$ cat config.mk
export PLATFORM = sky130hd
export DESIGN_NAME = hex_tile_predictive_encoder_unit
export DESIGN_NICKNAME = d
export VERILOG_FILES = /design/src/design/htpe_pkg.sv /design/src/design/htpe_triplet_lane.sv /design/src/design/htpe_resid_lane.sv /design/src/design/htpe_median6.sv /design/src/design/hex_tile_predictive_encoder_unit.sv
export VERILOG_INCLUDE_DIRS = /design/src /design/src/design
export SDC_FILE = /design/constraint.sdc
export NUM_CORES = 1
export LEC_CHECK = 0
export BUFFER_PORTS_ARGS = -buffer_cell sky130_fd_sc_hd__buf_2
export CAP_MARGIN = 20
export CORE_UTILIZATION = 63
export DETAILED_ROUTE_END_ITERATION = 12
export GPL_ROUTABILITY_DRIVEN = 1
export PLACE_DENSITY = 0.88
export RECOVER_POWER = 100
export SLEW_MARGIN = 20
export SYNTH_ARGS = -nofsm -noshare
export SYNTH_HDL_FRONTEND = slang
export SYNTH_HIERARCHICAL = 1
export SYNTH_SLANG_ARGS = --single-unit
$ cat constraint.sdc
create_clock -name clock -period 16.1 [get_ports clock]
set_input_delay 1.61 -clock clock [delete_from_list [all_inputs] [get_ports clock]]
set_output_delay 1.61 -clock clock [all_outputs]
set_load 0.01 [all_outputs]
$ cat src/design/assert_macros.svh
// assertion macros shared by the encoder rtl
`ifndef ASSERT_MACROS_SVH
`define ASSERT_MACROS_SVH

// same-cycle implication, disabled in reset
`define ASSERT_IMPL(label, clk, rst, lhs, rhs) \
   label: assert property (@(posedge clk) disable iff (rst) (lhs) |-> (rhs)) \
      else $error("assertion failed: same-cycle implication");

// next-cycle implication, disabled in reset
`define ASSERT_NEXT(label, clk, rst, lhs, rhs) \
   label: assert property (@(posedge clk) disable iff (rst) (lhs) |=> (rhs)) \
      else $error("assertion failed: next-cycle implication");

`endif

$ cat src/design/htpe_pkg.sv
// types and constants of the hex tile predictive encoder
`timescale 1ns / 1ps

package htpe_pkg;

   localparam int unsigned RING_CELLS = 6;

   localparam logic [7:0] RESID_OFFSET = 8'd128;
   localparam logic [7:0] EDGE_THRESHOLD_RESET = 8'd32;
   localparam logic [3:0] BYTES_FLAT = 4'd2;
   localparam logic [3:0] BYTES_FULL = 4'd9;

   typedef enum logic [1:0] {
      TILE_FLAT = 2'd0,
      TILE_TRIPLET = 2'd1,
      TILE_GRADIENT = 2'd2,
      TILE_EDGE = 2'd3
   } tile_kind_type;

   typedef struct packed {
      logic [7:0] cell_0;
      logic [7:0] cell_1;
      logic [7:0] cell_2;
      logic [7:0] cell_3;
      logic [7:0] cell_4;
      logic [7:0] cell_5;
      logic [7:0] cell_center;
   } req_payload_type;

   typedef struct packed {
      tile_kind_type tile_type;
      logic [7:0] lead_byte;
      logic [7:0] resid_0;
      logic [7:0] resid_1;
      logic [7:0] resid_2;
      logic [7:0] resid_3;
      logic [7:0] resid_4;
      logic [7:0] resid_5;
      logic [7:0] resid_center;
      logic [3:0] byte_count;
   } rsp_payload_type;

   // what the first stage found about one tile
   typedef struct packed {
      logic flat;
      logic triplet;
      logic [7:0] min_val;
      logic [7:0] max_val;
      logic [7:0] mid_avg;
   } tile_info_type;

endpackage

$ cat src/design/htpe_triplet_lane.sv
// one ring-pair-plus-center uniformity check
`timescale 1ns / 1ps

module htpe_triplet_lane (
   input  logic [7:0] cell_a,
   input  logic [7:0] cell_b,
   input  logic [7:0] cell_center,
   output logic       uniform
);

   assign uniform = (cell_a == cell_b) && (cell_b == cell_center);

endmodule

$ cat src/design/htpe_resid_lane.sv
// offset-128 residual of one cell against the prediction, zero for a flat tile
`timescale 1ns / 1ps

module htpe_resid_lane (
   input  logic [7:0] cell_value,
   input  logic [7:0] pred,
   input  logic       flat,
   output logic [7:0] resid
);

   assign resid = flat ? 8'd0 : (cell_value - pred + htpe_pkg::RESID_OFFSET);

endmodule

$ cat src/design/htpe_median6.sv
// floor average of the two middle values of six ring cells
`timescale 1ns / 1ps

module htpe_median6 (
   input  logic [7:0] ring [6],
   output logic [7:0] mid_avg
);

   logic [7:0] s0 [6];
   logic [7:0] s1 [6];
   logic [7:0] s2 [6];
   logic [7:0] s3 [6];
   logic [7:0] s4 [6];
   logic [7:0] s5 [6];
   logic [8:0] mid_sum;

   // 12-comparator, depth-5 sorting network
   always_comb begin
      s0 = ring;
      s1 = s0;
      if (s0[5] < s0[0]) begin s1[0] = s0[5]; s1[5] = s0[0]; end
      if (s0[3] < s0[1]) begin s1[1] = s0[3]; s1[3] = s0[1]; end
      if (s0[4] < s0[2]) begin s1[2] = s0[4]; s1[4] = s0[2]; end
      s2 = s1;
      if (s1[2] < s1[1]) begin s2[1] = s1[2]; s2[2] = s1[1]; end
      if (s1[4] < s1[3]) begin s2[3] = s1[4]; s2[4] = s1[3]; end
      s3 = s2;
      if (s2[3] < s2[0]) begin s3[0] = s2[3]; s3[3] = s2[0]; end
      if (s2[5] < s2[2]) begin s3[2] = s2[5]; s3[5] = s2[2]; end
      s4 = s3;
      if (s3[1] < s3[0]) begin s4[0] = s3[1]; s4[1] = s3[0]; end
      if (s3[3] < s3[2]) begin s4[2] = s3[3]; s4[3] = s3[2]; end
      if (s3[5] < s3[4]) begin s4[4] = s3[5]; s4[5] = s3[4]; end
      s5 = s4;
      if (s4[2] < s4[1]) begin s5[1] = s4[2]; s5[2] = s4[1]; end
      if (s4[4] < s4[3]) begin s5[3] = s4[4]; s5[4] = s4[3]; end
   end

   assign mid_sum = {1'b0, s5[2]} + {1'b0, s5[3]};
   assign mid_avg = mid_sum[8:1];

endmodule

$ cat src/design/hex_tile_predictive_encoder_unit.sv
// top level of the hex tile predictive encoder
//
// Usage: one request carries a hexagonal tile (six ring cells and the
// center, 8 bits each); one response carries the encoded record (type,
// lead byte, seven residuals, byte count).
// Request channel: req_valid / req_stall, taken when valid and not stall.
// Response channel: rsp_valid / rsp_stall, taken the same way.
// Register port: csr_valid / csr_ready / csr_data writes edge_threshold;
// csr_ready is always high. Write it only while the block is idle.
// Path: a taken request is registered in the first stage, then in the
// response register, which drives rsp.
// Throughput: one tile per cycle while rsp_stall is low, set by the
// two-stage lane pipeline (triplet lanes, median network and min/max in
// the first stage, residual lanes and the merge in the second).
// Reset: empties the pipeline and sets edge_threshold to 32.
// Stall: a stalled response holds; the first stage still fills, so
// req_stall rises only when both stages hold tiles and rsp_stall is high.
`timescale 1ns / 1ps
`include "assert_macros.svh"

module hex_tile_predictive_encoder_unit (
   input  logic                       clock,
   input  logic                       reset,
   input  logic                       req_valid,
   output logic                       req_stall,
   input  htpe_pkg::req_payload_type  req_payload,
   output logic                       rsp_valid,
   input  logic                       rsp_stall,
   output htpe_pkg::rsp_payload_type  rsp_payload,
   input  logic                       csr_valid,
   output logic                       csr_ready,
   input  logic [7:0]                 csr_data
);

   localparam int unsigned RingCells = htpe_pkg::RING_CELLS;

   logic [7:0] threshold_ff;
   logic [7:0] threshold_in;

   logic                      s1_valid_ff;
   logic                      s1_valid_in;
   htpe_pkg::req_payload_type s1_cells_ff;
   htpe_pkg::tile_info_type   s1_info_ff;
   htpe_pkg::tile_info_type   s1_info_in;

   logic                      rsp_valid_ff;
   logic                      rsp_valid_in;
   htpe_pkg::rsp_payload_type rsp_payload_ff;
   htpe_pkg::rsp_payload_type rsp_payload_in;

   logic       adv_out;
   logic       adv_s1;
   logic [7:0] ring [RingCells];
   logic [RingCells-1:0] uniform;
   logic [7:0] mid_avg;
   logic [7:0] mn01, mn23, mn45, mn03, mn4c, mn_all;
   logic [7:0] mx01, mx23, mx45, mx03, mx4c, mx_all;

   logic [7:0] pred;
   logic [7:0] spread;
   logic [7:0] resid [RingCells+1];
   logic [7:0] s1_cell [RingCells+1];

   // register port
   assign csr_ready = 1'b1;
   assign threshold_in = (csr_valid && csr_ready) ? csr_data : threshold_ff;

   // pipeline advance
   assign adv_out = !rsp_valid_ff || !rsp_stall;
   assign adv_s1 = !s1_valid_ff || adv_out;
   assign req_stall = !adv_s1;

   // first stage: triplet lanes, median network, min and max
   always_comb begin
      ring[0] = req_payload.cell_0;
      ring[1] = req_payload.cell_1;
      ring[2] = req_payload.cell_2;
      ring[3] = req_payload.cell_3;
      ring[4] = req_payload.cell_4;
      ring[5] = req_payload.cell_5;
   end

   for (genvar k = 0; k < RingCells; k++) begin : g_triplet
      htpe_triplet_lane u_lane (
         .cell_a      (ring[k]),
         .cell_b      (ring[(k + 1) % RingCells]),
         .cell_center (req_payload.cell_center),
         .uniform     (uniform[k])
      );
   end

   htpe_median6 u_median (
      .ring    (ring),
      .mid_avg (mid_avg)
   );

   always_comb begin
      mn01 = (ring[0] < ring[1]) ? ring[0] : ring[1];
      mn23 = (ring[2] < ring[3]) ? ring[2] : ring[3];
      mn45 = (ring[4] < ring[5]) ? ring[4] : ring[5];
      mn03 = (mn01 < mn23) ? mn01 : mn23;
      mn4c = (mn45 < req_payload.cell_center) ? mn45 : req_payload.cell_center;
      mn_all = (mn03 < mn4c) ? mn03 : mn4c;
      mx01 = (ring[0] > ring[1]) ? ring[0] : ring[1];
      mx23 = (ring[2] > ring[3]) ? ring[2] : ring[3];
      mx45 = (ring[4] > ring[5]) ? ring[4] : ring[5];
      mx03 = (mx01 > mx23) ? mx01 : mx23;
      mx4c = (mx45 > req_payload.cell_center) ? mx45 : req_payload.cell_center;
      mx_all = (mx03 > mx4c) ? mx03 : mx4c;
      s1_info_in.flat = (mn_all == mx_all);
      s1_info_in.triplet = |uniform;
      s1_info_in.min_val = mn_all;
      s1_info_in.max_val = mx_all;
      s1_info_in.mid_avg = mid_avg;
   end

   assign s1_valid_in = adv_s1 ? req_valid : s1_valid_ff;

   // second stage: merge and residual lanes
   always_comb begin
      s1_cell[0] = s1_cells_ff.cell_0;
      s1_cell[1] = s1_cells_ff.cell_1;
      s1_cell[2] = s1_cells_ff.cell_2;
      s1_cell[3] = s1_cells_ff.cell_3;
      s1_cell[4] = s1_cells_ff.cell_4;
      s1_cell[5] = s1_cells_ff.cell_5;
      s1_cell[RingCells] = s1_cells_ff.cell_center;
   end

   // every uniform triplet holds the center value
   assign pred = s1_info_ff.triplet ? s1_cells_ff.cell_center : s1_info_ff.mid_avg;
   assign spread = s1_info_ff.max_val - s1_info_ff.min_val;

   for (genvar k = 0; k <= RingCells; k++) begin : g_resid
      htpe_resid_lane u_lane (
         .cell_value (s1_cell[k]),
         .pred       (pred),
         .flat       (s1_info_ff.flat),
         .resid      (resid[k])
      );
   end

   always_comb begin
      rsp_payload_in.resid_0 = resid[0];
      rsp_payload_in.resid_1 = resid[1];
      rsp_payload_in.resid_2 = resid[2];
      rsp_payload_in.resid_3 = resid[3];
      rsp_payload_in.resid_4 = resid[4];
      rsp_payload_in.resid_5 = resid[5];
      rsp_payload_in.resid_center = resid[RingCells];
      if (s1_info_ff.flat) begin
         rsp_payload_in.tile_type = htpe_pkg::TILE_FLAT;
         rsp_payload_in.lead_byte = s1_cells_ff.cell_0;
         rsp_payload_in.byte_count = htpe_pkg::BYTES_FLAT;
      end else begin
         if (s1_info_ff.triplet) begin
            rsp_payload_in.tile_type = htpe_pkg::TILE_TRIPLET;
         end else if (spread > threshold_ff) begin
            rsp_payload_in.tile_type = htpe_pkg::TILE_EDGE;
         end else begin
            rsp_payload_in.tile_type = htpe_pkg::TILE_GRADIENT;
         end
         rsp_payload_in.lead_byte = pred;
         rsp_payload_in.byte_count = htpe_pkg::BYTES_FULL;
      end
   end

   assign rsp_valid_in = adv_out ? s1_valid_ff : rsp_valid_ff;

   always_ff @(posedge clock) begin
      if (reset) begin
         threshold_ff <= htpe_pkg::EDGE_THRESHOLD_RESET;
         s1_valid_ff <= 1'b0;
         rsp_valid_ff <= 1'b0;
      end else begin
         threshold_ff <= threshold_in;
         s1_valid_ff <= s1_valid_in;
         rsp_valid_ff <= rsp_valid_in;
      end
   end

   always_ff @(posedge clock) begin
      if (adv_s1) begin
         s1_cells_ff <= req_payload;
         s1_info_ff <= s1_info_in;
      end
      if (adv_out) begin
         rsp_payload_ff <= rsp_payload_in;
      end
   end

   assign rsp_valid = rsp_valid_ff;
   assign rsp_payload = rsp_payload_ff;

   `ASSERT_IMPL(a_flat_record, clock, reset,
      rsp_valid && (rsp_payload.tile_type == htpe_pkg::TILE_FLAT),
      (rsp_payload.byte_count == htpe_pkg::BYTES_FLAT) && (rsp_payload.resid_center == 8'd0))
   `ASSERT_IMPL(a_full_record, clock, reset,
      rsp_valid && (rsp_payload.tile_type != htpe_pkg::TILE_FLAT),
      rsp_payload.byte_count == htpe_pkg::BYTES_FULL)
   `ASSERT_IMPL(a_triplet_center, clock, reset,
      rsp_valid && (rsp_payload.tile_type == htpe_pkg::TILE_TRIPLET),
      rsp_payload.resid_center == htpe_pkg::RESID_OFFSET)
   `ASSERT_IMPL(a_full_pipe_stalls, clock, reset,
      s1_valid_ff && rsp_valid_ff && rsp_stall, req_stall)
   `ASSERT_NEXT(a_stage_moves, clock, reset,
      s1_valid_ff && !rsp_valid_ff, rsp_valid_ff)

endmodule

### After elaboration in Yosys (flattened, before gate mapping)

Cells that the tools add are included.

* register bits after elaboration: 162
* bits in latches: 0
* RAM bits: 0
* memory bits (read-only): 0
* input bits: 69
* memories kept: 0

* add/subtract/negate cells: 16
* $mul: 0
* div/mod/pow operators: 0
* $lt $le $gt $ge: 25
* eq/ne operators: 13
* shift operators: 0
* mux-type cells: 34
* bitwise gates (word level): 0
* reduce and logical (&&, ||, !) cells: 14

Operators with widths (number)
* $mux 8: 26
* $lt 8x8->1: 18
* $eq 8x8->1: 13
* $mux 16: 5
* $sub 8x8->8: 8
* $add 8x8->8 const B: 7
* $gt 8x8->1: 7
* $add 8x8->9: 1
* $logic_and 1x1->1: 6
* $reduce_or 6->1: 1
* $logic_not 1->1: 4
* $mux 4: 1
* $logic_or 1x1->1: 2
* $mux 1: 2
* $reduce_or 2->1: 1

### Logic depth before layout (Yosys ltp)

Gate-level depths: netlist of the first run.

* word-level depth: 11
* depth in mapped cells: 59

### Hierarchy

Netlist of the first run, hierarchy kept.

Modules (own cells, without submodules)
* hex_tile_predictive_encoder_unit: times used 1, cells each 676, area each 8614.5 um^2
* htpe_median6: times used 1, cells each 683, area each 4719.5 um^2
* htpe_resid_lane (g_resid[2].u_lane ...): times used 5, cells each 58, area each 456.7 um^2
* htpe_resid_lane (g_resid[0].u_lane ...): times used 2, cells each 58, area each 464.2 um^2
* htpe_triplet_lane: times used 6, cells each 21, area each 133.9 um^2

### Worst setup path before layout of the first run

Ideal clock, no wire load.

* path kind: input-to-reg
* start: in req_payload[41] in the netlist's numbering
* end: reg s1_info_ff[7] in the netlist's numbering, data pin
* arrival time: 12.313 ns
* path slack: 3.530 ns
* cell stages on the path: 54
* buffers on the path: 7
* cells stage by stage: inv_1 ha_1 a2111o_1 a21oi_4 buf_2 buf_1 a21oi_1 ha_1 and4_1 o21a_1 o21ai_2 o21ba_1 nand2b_1 clkbuf_1 mux2_2 ha_1 and4_1 o21ai_0 [... 18 more ...] a21oi_1 nor2b_1 o21ai_0 nand2b_1 a2111oi_0 a21oi_1 nor2_1 a211o_1 nor2_1 o31a_1 fa_1 a21o_1 a21oi_1 o21bai_1 a21oi_1 nor2b_1 o21ai_0 nand2b_1

* word-level cells in the longest chain between the ends: 11
* elaborated cells between the ends (all ways): 24
* classes of those cells: 1 x add/sub; 10 x order compare; 13 x mux

Ends and longest elaborated chain
* start, declared: line hex_tile_predictive_encoder_unit.sv:26 `input htpe_pkg::req_payload_type req_payload,`
* $lt 8x8->1: line htpe_median6.sv:22 `if (s0[3] < s0[1]) begin s1[1] = s0[3]; s1[3] = s0[1]; end`
* $mux 8: line htpe_median6.sv:22
* $lt 8x8->1 (on tied branches): line htpe_median6.sv:26, htpe_median6.sv:25
* $mux 16 (on tied branches): line htpe_median6.sv:26, htpe_median6.sv:25
* $lt 8x8->1 (on tied branches): line htpe_median6.sv:28, htpe_median6.sv:29
* $mux 8 (on tied branches): line htpe_median6.sv:28, htpe_median6.sv:29
* $lt 8x8->1 (on tied branches): line htpe_median6.sv:32, htpe_median6.sv:31, htpe_median6.sv:33
* $mux 16, or another cell as far along: line htpe_median6.sv:32 `if (s3[3] < s3[2]) begin s4[2] = s3[3]; s4[3] = s3[2]; end`
* $lt 8x8->1 (on tied branches): line htpe_median6.sv:35, htpe_median6.sv:36
* $mux 8 / $mux 16 (equally long branches): line htpe_median6.sv:35, htpe_median6.sv:36
* $add 8x8->9 *: line htpe_median6.sv:39 `assign mid_sum = {1'b0, s5[2]} + {1'b0, s5[3]};`
* via mid_avg[7]: line hex_tile_predictive_encoder_unit.sv:55 `logic [7:0] mid_avg;`
* end signal, assigned: line hex_tile_predictive_encoder_unit.sv:185 `s1_info_ff <= s1_info_in;`
* end, declared: line hex_tile_predictive_encoder_unit.sv:43 `htpe_pkg::tile_info_type s1_info_ff;`

Mark *: on every way through the listed nets, which the timed path passes. The rest lies on a longest branch.
A chain may end at the register's enable or synchronous reset.

### Worst setup path in the final report of the first run

* start: in req_payload[33] in the netlist's numbering
* end: reg s1_info_ff[7] in the netlist's numbering, data pin

* word-level cells in the longest chain between the ends: 11
* elaborated cells between the ends (all ways): 24
* classes of those cells: 1 x add/sub; 10 x order compare; 13 x mux

Ends and longest elaborated chain
* $lt 8x8->1: line htpe_median6.sv:23 `if (s0[4] < s0[2]) begin s1[2] = s0[4]; s1[4] = s0[2]; end`
* $mux 8: line htpe_median6.sv:23
* $lt 8x8->1 (on tied branches): line htpe_median6.sv:26, htpe_median6.sv:25
* $mux 16 (on tied branches): line htpe_median6.sv:26, htpe_median6.sv:25
* $lt 8x8->1 (on tied branches): line htpe_median6.sv:28, htpe_median6.sv:29
* $mux 8 (on tied branches): line htpe_median6.sv:28, htpe_median6.sv:29
* $lt 8x8->1 (on tied branches): line htpe_median6.sv:32, htpe_median6.sv:31, htpe_median6.sv:33
* $mux 16, or another cell as far along: line htpe_median6.sv:32
* $lt 8x8->1 (on tied branches): line htpe_median6.sv:35, htpe_median6.sv:36
* $mux 8 / $mux 16 (equally long branches): line htpe_median6.sv:35, htpe_median6.sv:36
* $add 8x8->9 *: line htpe_median6.sv:39
* via mid_avg[7]: line hex_tile_predictive_encoder_unit.sv:55

Marked as above.

==> qor.txt, run 1 <==
status - finished with violations
failing checks - capacitance limit, slew limit
core area - 27000 um2
Fin Setup TNS - 0 ns
Port-buffer cells - 139
Clock Root Buffer - clkbuf_16
worst skew pair latency - 0.44 ns
Slew HR - -202%
cts repair resizes - 0
syn nets - 2225
via count - 15610
Avg Inst Size Synth - 9.17 um2
Clk pwr share - 9.1%
FMAX - 0.0690 GHz
ant diodes - 0
Switching Share - 48.5%
Seq cells post-synth - 160
FF-to-FF setup slack - 11.16 ns
placer congestion estimate - 1.01
Comb power frac - 73.7%
Seq. cell area - 4700 um2
setup violators final - 0
fin crit share - 90.1%
antenna violations before repair - 0
synthesized instance count - 1891
Final Max Slew Viols - 249
die height - 168 um
count of final hold-check violations - 0
row cnt - 60
Area growth, synth to finish - 7.85%
sequential fraction of the synthesis area - 27.1%
initial drt markers - 1762
R2R Path Start - s1_info_ff[25]
crit path from - req_payload[33]
CP startpoint kind - input pin
GRT Util Overall - 34.9%
worst reg-to-reg path cell count - 3
Post-synth top flop - edfxtp_1
wire per inst - 21.2 um
grt ovf - 0
Syn Std Cell Area - 17300 um2
Max IR drop VDD - 0.229 mV
Post-synth EDFFs - 150
crit path DAT - 14.69 ns
Routed Antenna Nets - 0
Setup CP Type - input pin to flop
post-layout min period - 14.50 ns
Post-CTS Setup Inserts - 0
DP Area - 18300 um2
first-pass GRT wire length - 77.1 mm
post-synth cell types - 99
async set or reset register ratio after synthesis - 0%
sequential share of power - 17.2%
P_leak - 8.78 nW
TritonCTS buffer count - 17
pin count of the biggest net entering global routing - 96
CTS tree - yes
H-Tree Depth - 4
clock buffer depth - 2
CP Capture Point - s1_info_ff[7]
final wirelength - 50.2 mm
Initial Util - 64.4%
Max Cap Viol - 3
Top Ports - 142
internal power - 0.00227 W
post-synth top area cell - edfxtp_1
Hold/Removal Path Class - flop to flop
pwr dens - 235 nW/um2
actual slew at the worst max-slew pin - 4.53 ns
Yosys top cell area share - 26.0%
# clock sinks - 160
largest cells by area after synthesis - edfxtp_1 (26%), ha_1 (18%), mux2i_1 (5.5%)
die footprint - 28200 um2
Final #Nets - 2350
DRC viols - 0
multi-input logic area - 11500 um2
kind of end point of the critical path - flop
clk_skew - 0.0201 ns
crit path max fanout - 30
die width - 168 um
RR Endpoint - rsp_payload[63]
ratio of cells with drive above 1 in the final layout - 8.33%
vias in the first global route - 14524
slowest library cell on the worst path - o21a_1
CP max stage delay - 0.74 ns
cts hold-fix bufs - 0
dpl hpwl - 38.1 mm
Switch Pwr - 0.00213 W
RSZ-0062 raised after global routing - no
FILL cells - 2105
Most common cell on crit path - a21oi_1
fin area - 18700 um2
Avg Vias per Cell - 6.59
Synth Warn # - 6
clock slew at reported path FFs - 0.08 ns
drt first pass iters - 6
WP data required - 16.28 ns
## cells in the mapped netlist (all sizes together) (21+ instances only)
library cell,count
a21o,40
a21oi,123
and3,53
buf,21
edfxtp,150
ha,256
inv,234
mux2,75
mux2i,95
nand2,89
nor2,125
nor2b,37
nor3,61
nor4b,21
o21a,35
o21ai,102
o22ai,36
## critical path: cells and delay by family
| kind | cells | cell delay (ns) |
|---|---|---|
| adders and majority gates | 6 | 2.07 |
| AOI/OAI and AO/OA | 24 | 7.28 |
| buffers and inverters | 5 | 1.01 |
| and+or+nand+nor | 9 | 1.56 |
| muxes | 3 | 1.14 |
## cells in the final DEF, fill, tap and decap left out, drive strengths merged, types with 21 or more instances in the layout
| master | count |
|---|---|
| a21o | 40 |
| a21oi | 123 |
| and3 | 53 |
| clkbuf | 150 |
| edfxtp | 150 |
| ha | 256 |
| inv | 242 |
| mux2 | 75 |
| mux2i | 95 |
| nand2 | 89 |
| nor2 | 125 |
| nor2b | 37 |
| nor3 | 61 |
| nor4b | 21 |
| o21a | 35 |
| o21ai | 102 |
| o22ai | 36 |
## power by group through the flow
stage	combinational (W)	clock, W	sequential, W
finish	0.00324	0.000400	0.000759
global route	0.00355	0.000417	0.000772
CTS	0.00323	0.000402	0.000755
detailed placement	0.00318	0	0.000763
global placement	0.00306	0	0.000759
floorplan	0.00235	0	0.000809
## worst min path at each step
stage	start	end	slack (ns)	depth (start not counted)
2_1_floorplan	s1_valid_ff	rsp_valid	0.44	2
3_5_place_dp	threshold_ff[1]	threshold_ff[1]	0.49	2
5_1_grt	threshold_ff[0]	threshold_ff[0]	0.53	2
3_3_place_gp	threshold_ff[2]	threshold_ff[2]	0.48	2
6_report	threshold_ff[1]	threshold_ff[1]	0.51	2
4_1_cts	threshold_ff[1]	threshold_ff[1]	0.51	2
## area by class of cell
cell class | instances | area share [%]
repair buffers | 145 | 3.04
clock buffers | 17 | 2.27
inverters | 234 | 4.69
multi-input cells | 1458 | 61.7
clock inverters | 15 | 0.883
flip-flops and latches | 160 | 25.1
well taps | 341 | 2.28
## logic make-up (layout without fill, tap and decap cells)
group | after synthesis | count (layout) | share of synthesized area, %
mux | 170 | 170 | 10.4
simple gates | 510 | 510 | 16.4
flops | 160 | 160 | 27.1
other cells | 2 | 2 | 0.0433
xor+xnor | 33 | 33 | 1.67
buf+inv | 273 | 411 | 6.22
compound gates | 478 | 478 | 18.7
fa+ha+maj | 265 | 265 | 19.5
## through the flow
step                setup slack [ns]  total power, W  std cells  utilization [%]  hold slack, ns
CTS                             2.49         0.00438       2370             70.2           0.509
finish                          1.60         0.00440       2370             69.4           0.510
floorplan                       3.53         0.00316       1891                -           0.437
global route                   0.672         0.00474       2370             69.4           0.534
detailed placement              2.09         0.00394       2338             68.0           0.491
global placement                2.40         0.00381       2337             68.0           0.479
## routing by layer
metal  GRT usage, %  routed length (um)  vias up
li1               -                   -     7243
met1           46.3               20500     7295
met2           56.6               22600      929
met3           6.89                5470      143
met4           12.4                1630        0
met5              0                   0        -
## flip-flops by register name, summed over array words and instances, names as in the netlist
register      count
s1_info_ff       26
threshold_ff      8
rsp_payload      68
s1_valid_ff       1
s1_cell          56
rsp_valid         1
No activity file was read; power rests on OpenSTA's default activity.
==> inputs of run 2 (changes only) <==
--- a/config.mk
+++ b/config.mk
@@ -8,10 +8,12 @@
 export LEC_CHECK = 0
 export BUFFER_PORTS_ARGS = -buffer_cell sky130_fd_sc_hd__buf_2
 export CAP_MARGIN = 20
-export CORE_UTILIZATION = 63
+export CORE_ASPECT_RATIO = 1.25
+export CORE_UTILIZATION = 64
+export CTS_BUF_LIST = sky130_fd_sc_hd__clkbuf_4 sky130_fd_sc_hd__clkbuf_8
 export DETAILED_ROUTE_END_ITERATION = 12
 export GPL_ROUTABILITY_DRIVEN = 1
-export PLACE_DENSITY = 0.88
+export PLACE_DENSITY = 0.89
 export RECOVER_POWER = 100
 export SLEW_MARGIN = 20
 export SYNTH_ARGS = -nofsm -noshare
==> qor.txt, run 2 (same netlist as run 1, synthesis figures left out) <==
FILL cells - 2144
crit path max fanout - 30
multi-input logic area - 11500 um2
Post-CTS Setup Inserts - 0
Initial Util - 64.9%
crit path DAT - 14.80 ns
status - finished with violations
worst skew pair latency - 0.49 ns
post-layout min period - 14.58 ns
placer congestion estimate - 1.01
kind of end point of the critical path - flop
Largest register FFs - 68
drt first pass iters - 12
Slew HR - -222%
commonest non-fill, non-tap cell in the layout - ha_1
Total Power - 0.00426 W
commonest cells after routing, fill and taps aside - ha_1 (256), inv_1 (234), edfxtp_1 (150)
die height - 186 um
pin count of the biggest net entering global routing - 96
DRC viols - 2
Fin Setup TNS - 0 ns
crit-path leading delay family - compound AO/OA/AOI/OAI gates
Seq. cell area - 4700 um2
TritonCTS buffer count - 17
RSZ-0062 raised after global routing - no
core area - 26700 um2
ant diodes - 0
antenna violations before repair - 0
Port-buffer cells - 139
# clock sinks - 160
Area growth, synth to finish - 6.80%
Setup CP Type - input pin to flop
wire per inst - 21.7 um
Max Cap Viol - 3
H-Tree Depth - 4
CTS tree - yes
GRT Util Overall - 37.1%
ratio of cells with drive above 1 in the final layout - 8.08%
Max IR drop VDD - 0.215 mV
failing checks - DRC, capacitance limit, slew limit
actual slew at the worst max-slew pin - 4.83 ns
pwr dens - 230 nW/um2
Avg Vias per Cell - 6.61
vias in the first global route - 14899
cts hold-fix bufs - 0
clock buffer depth - 2
count of final hold-check violations - 0
# placed instances - 2342
Final Max Slew Viols - 249
P_leak - 8.70 nW
die width - 149 um
fin crit share - 90.5%
Clock Root Buffer - clkbuf_8
Hold/Removal Path Class - flop to flop
final wirelength - 51.5 mm
first-pass GRT wire length - 78.7 mm
Top Ports - 142
setup violators final - 0
Buf/Inv on CP - 4
CP startpoint kind - input pin
clock slew at reported path FFs - 0.09 ns
initial drt markers - 1377
slowest library cell on the worst path - o41ai_1
row cnt - 67
via count - 15693
clk_skew - 0.0185 ns
cts repair resizes - 0
grt ovf - 0
Final #Nets - 2350
FMAX - 0.0686 GHz
WP data required - 16.33 ns
dpl hpwl - 39.5 mm
Non-Filler Instances - 2374
Routed Antenna Nets - 0
CP max stage delay - 0.82 ns
die footprint - 27800 um2
==> run 2: final cells by class <==
| cell class | count | share of cell area, % |
|---|---|---|
| clock buffer | 19 | 1.34 |
| clock inverter | 13 | 0.871 |
| inverter | 234 | 4.74 |
| multi-input combinational | 1458 | 62.3 |
| sequential | 160 | 25.4 |
| tap | 345 | 2.33 |
| timing repair buffer | 145 | 3.03 |
==> run 2: final timing paths <==
path | startpoint | to | slack, ns | cells after the start
max | req_payload[47] | s1_info_ff[6] | 1.52 | 45
min | s1_valid_ff | rsp_valid | 0.52 | 2
max reg2reg | s1_info_ff[25] | rsp_payload[66] | 11.01 | 3
min reg2reg | s1_valid_ff | rsp_valid | 0.52 | 2
==> run 2: tightest hold or removal path: stages (launching register included) <==
cell and delay [ns]:
dfxtp_1 0.38, a21oi_1 0.05, nor2_1 0.07
==> run 2: power by group <==
part           internal (W)  leakage (nW)  switching (W)  total, W
combinational       0.00133          6.84        0.00185   0.00318
clock              0.000157         0.201       0.000160  0.000317
sequential         0.000718          1.66      0.0000420  0.000760
total               0.00221          8.70        0.00205   0.00426
==> run 2: layer usage <==
layer	track usage [%]	up-vias	wire (um)
met5	0	-	0
met4	22.1	0	2740
met3	6.00	216	4380
met2	61.5	861	24100
met1	45.4	7357	20300
li1	-	7259	-
==> run 2: per-stage QoR <==
stage | hold WS (ns) | instance area (um2) | setup WS [ns] | util, %
3_3_place_gp | 0.479 | 18300 | 2.35 | 68.6
2_1_floorplan | 0.437 | 17300 | 3.53 | -
4_1_cts | 0.525 | 18700 | 2.39 | 70.1
5_1_grt | 0.571 | 18500 | 0.698 | 69.3
3_5_place_dp | 0.504 | 18300 | 1.87 | 68.6
6_report | 0.524 | 18500 | 1.52 | 69.3
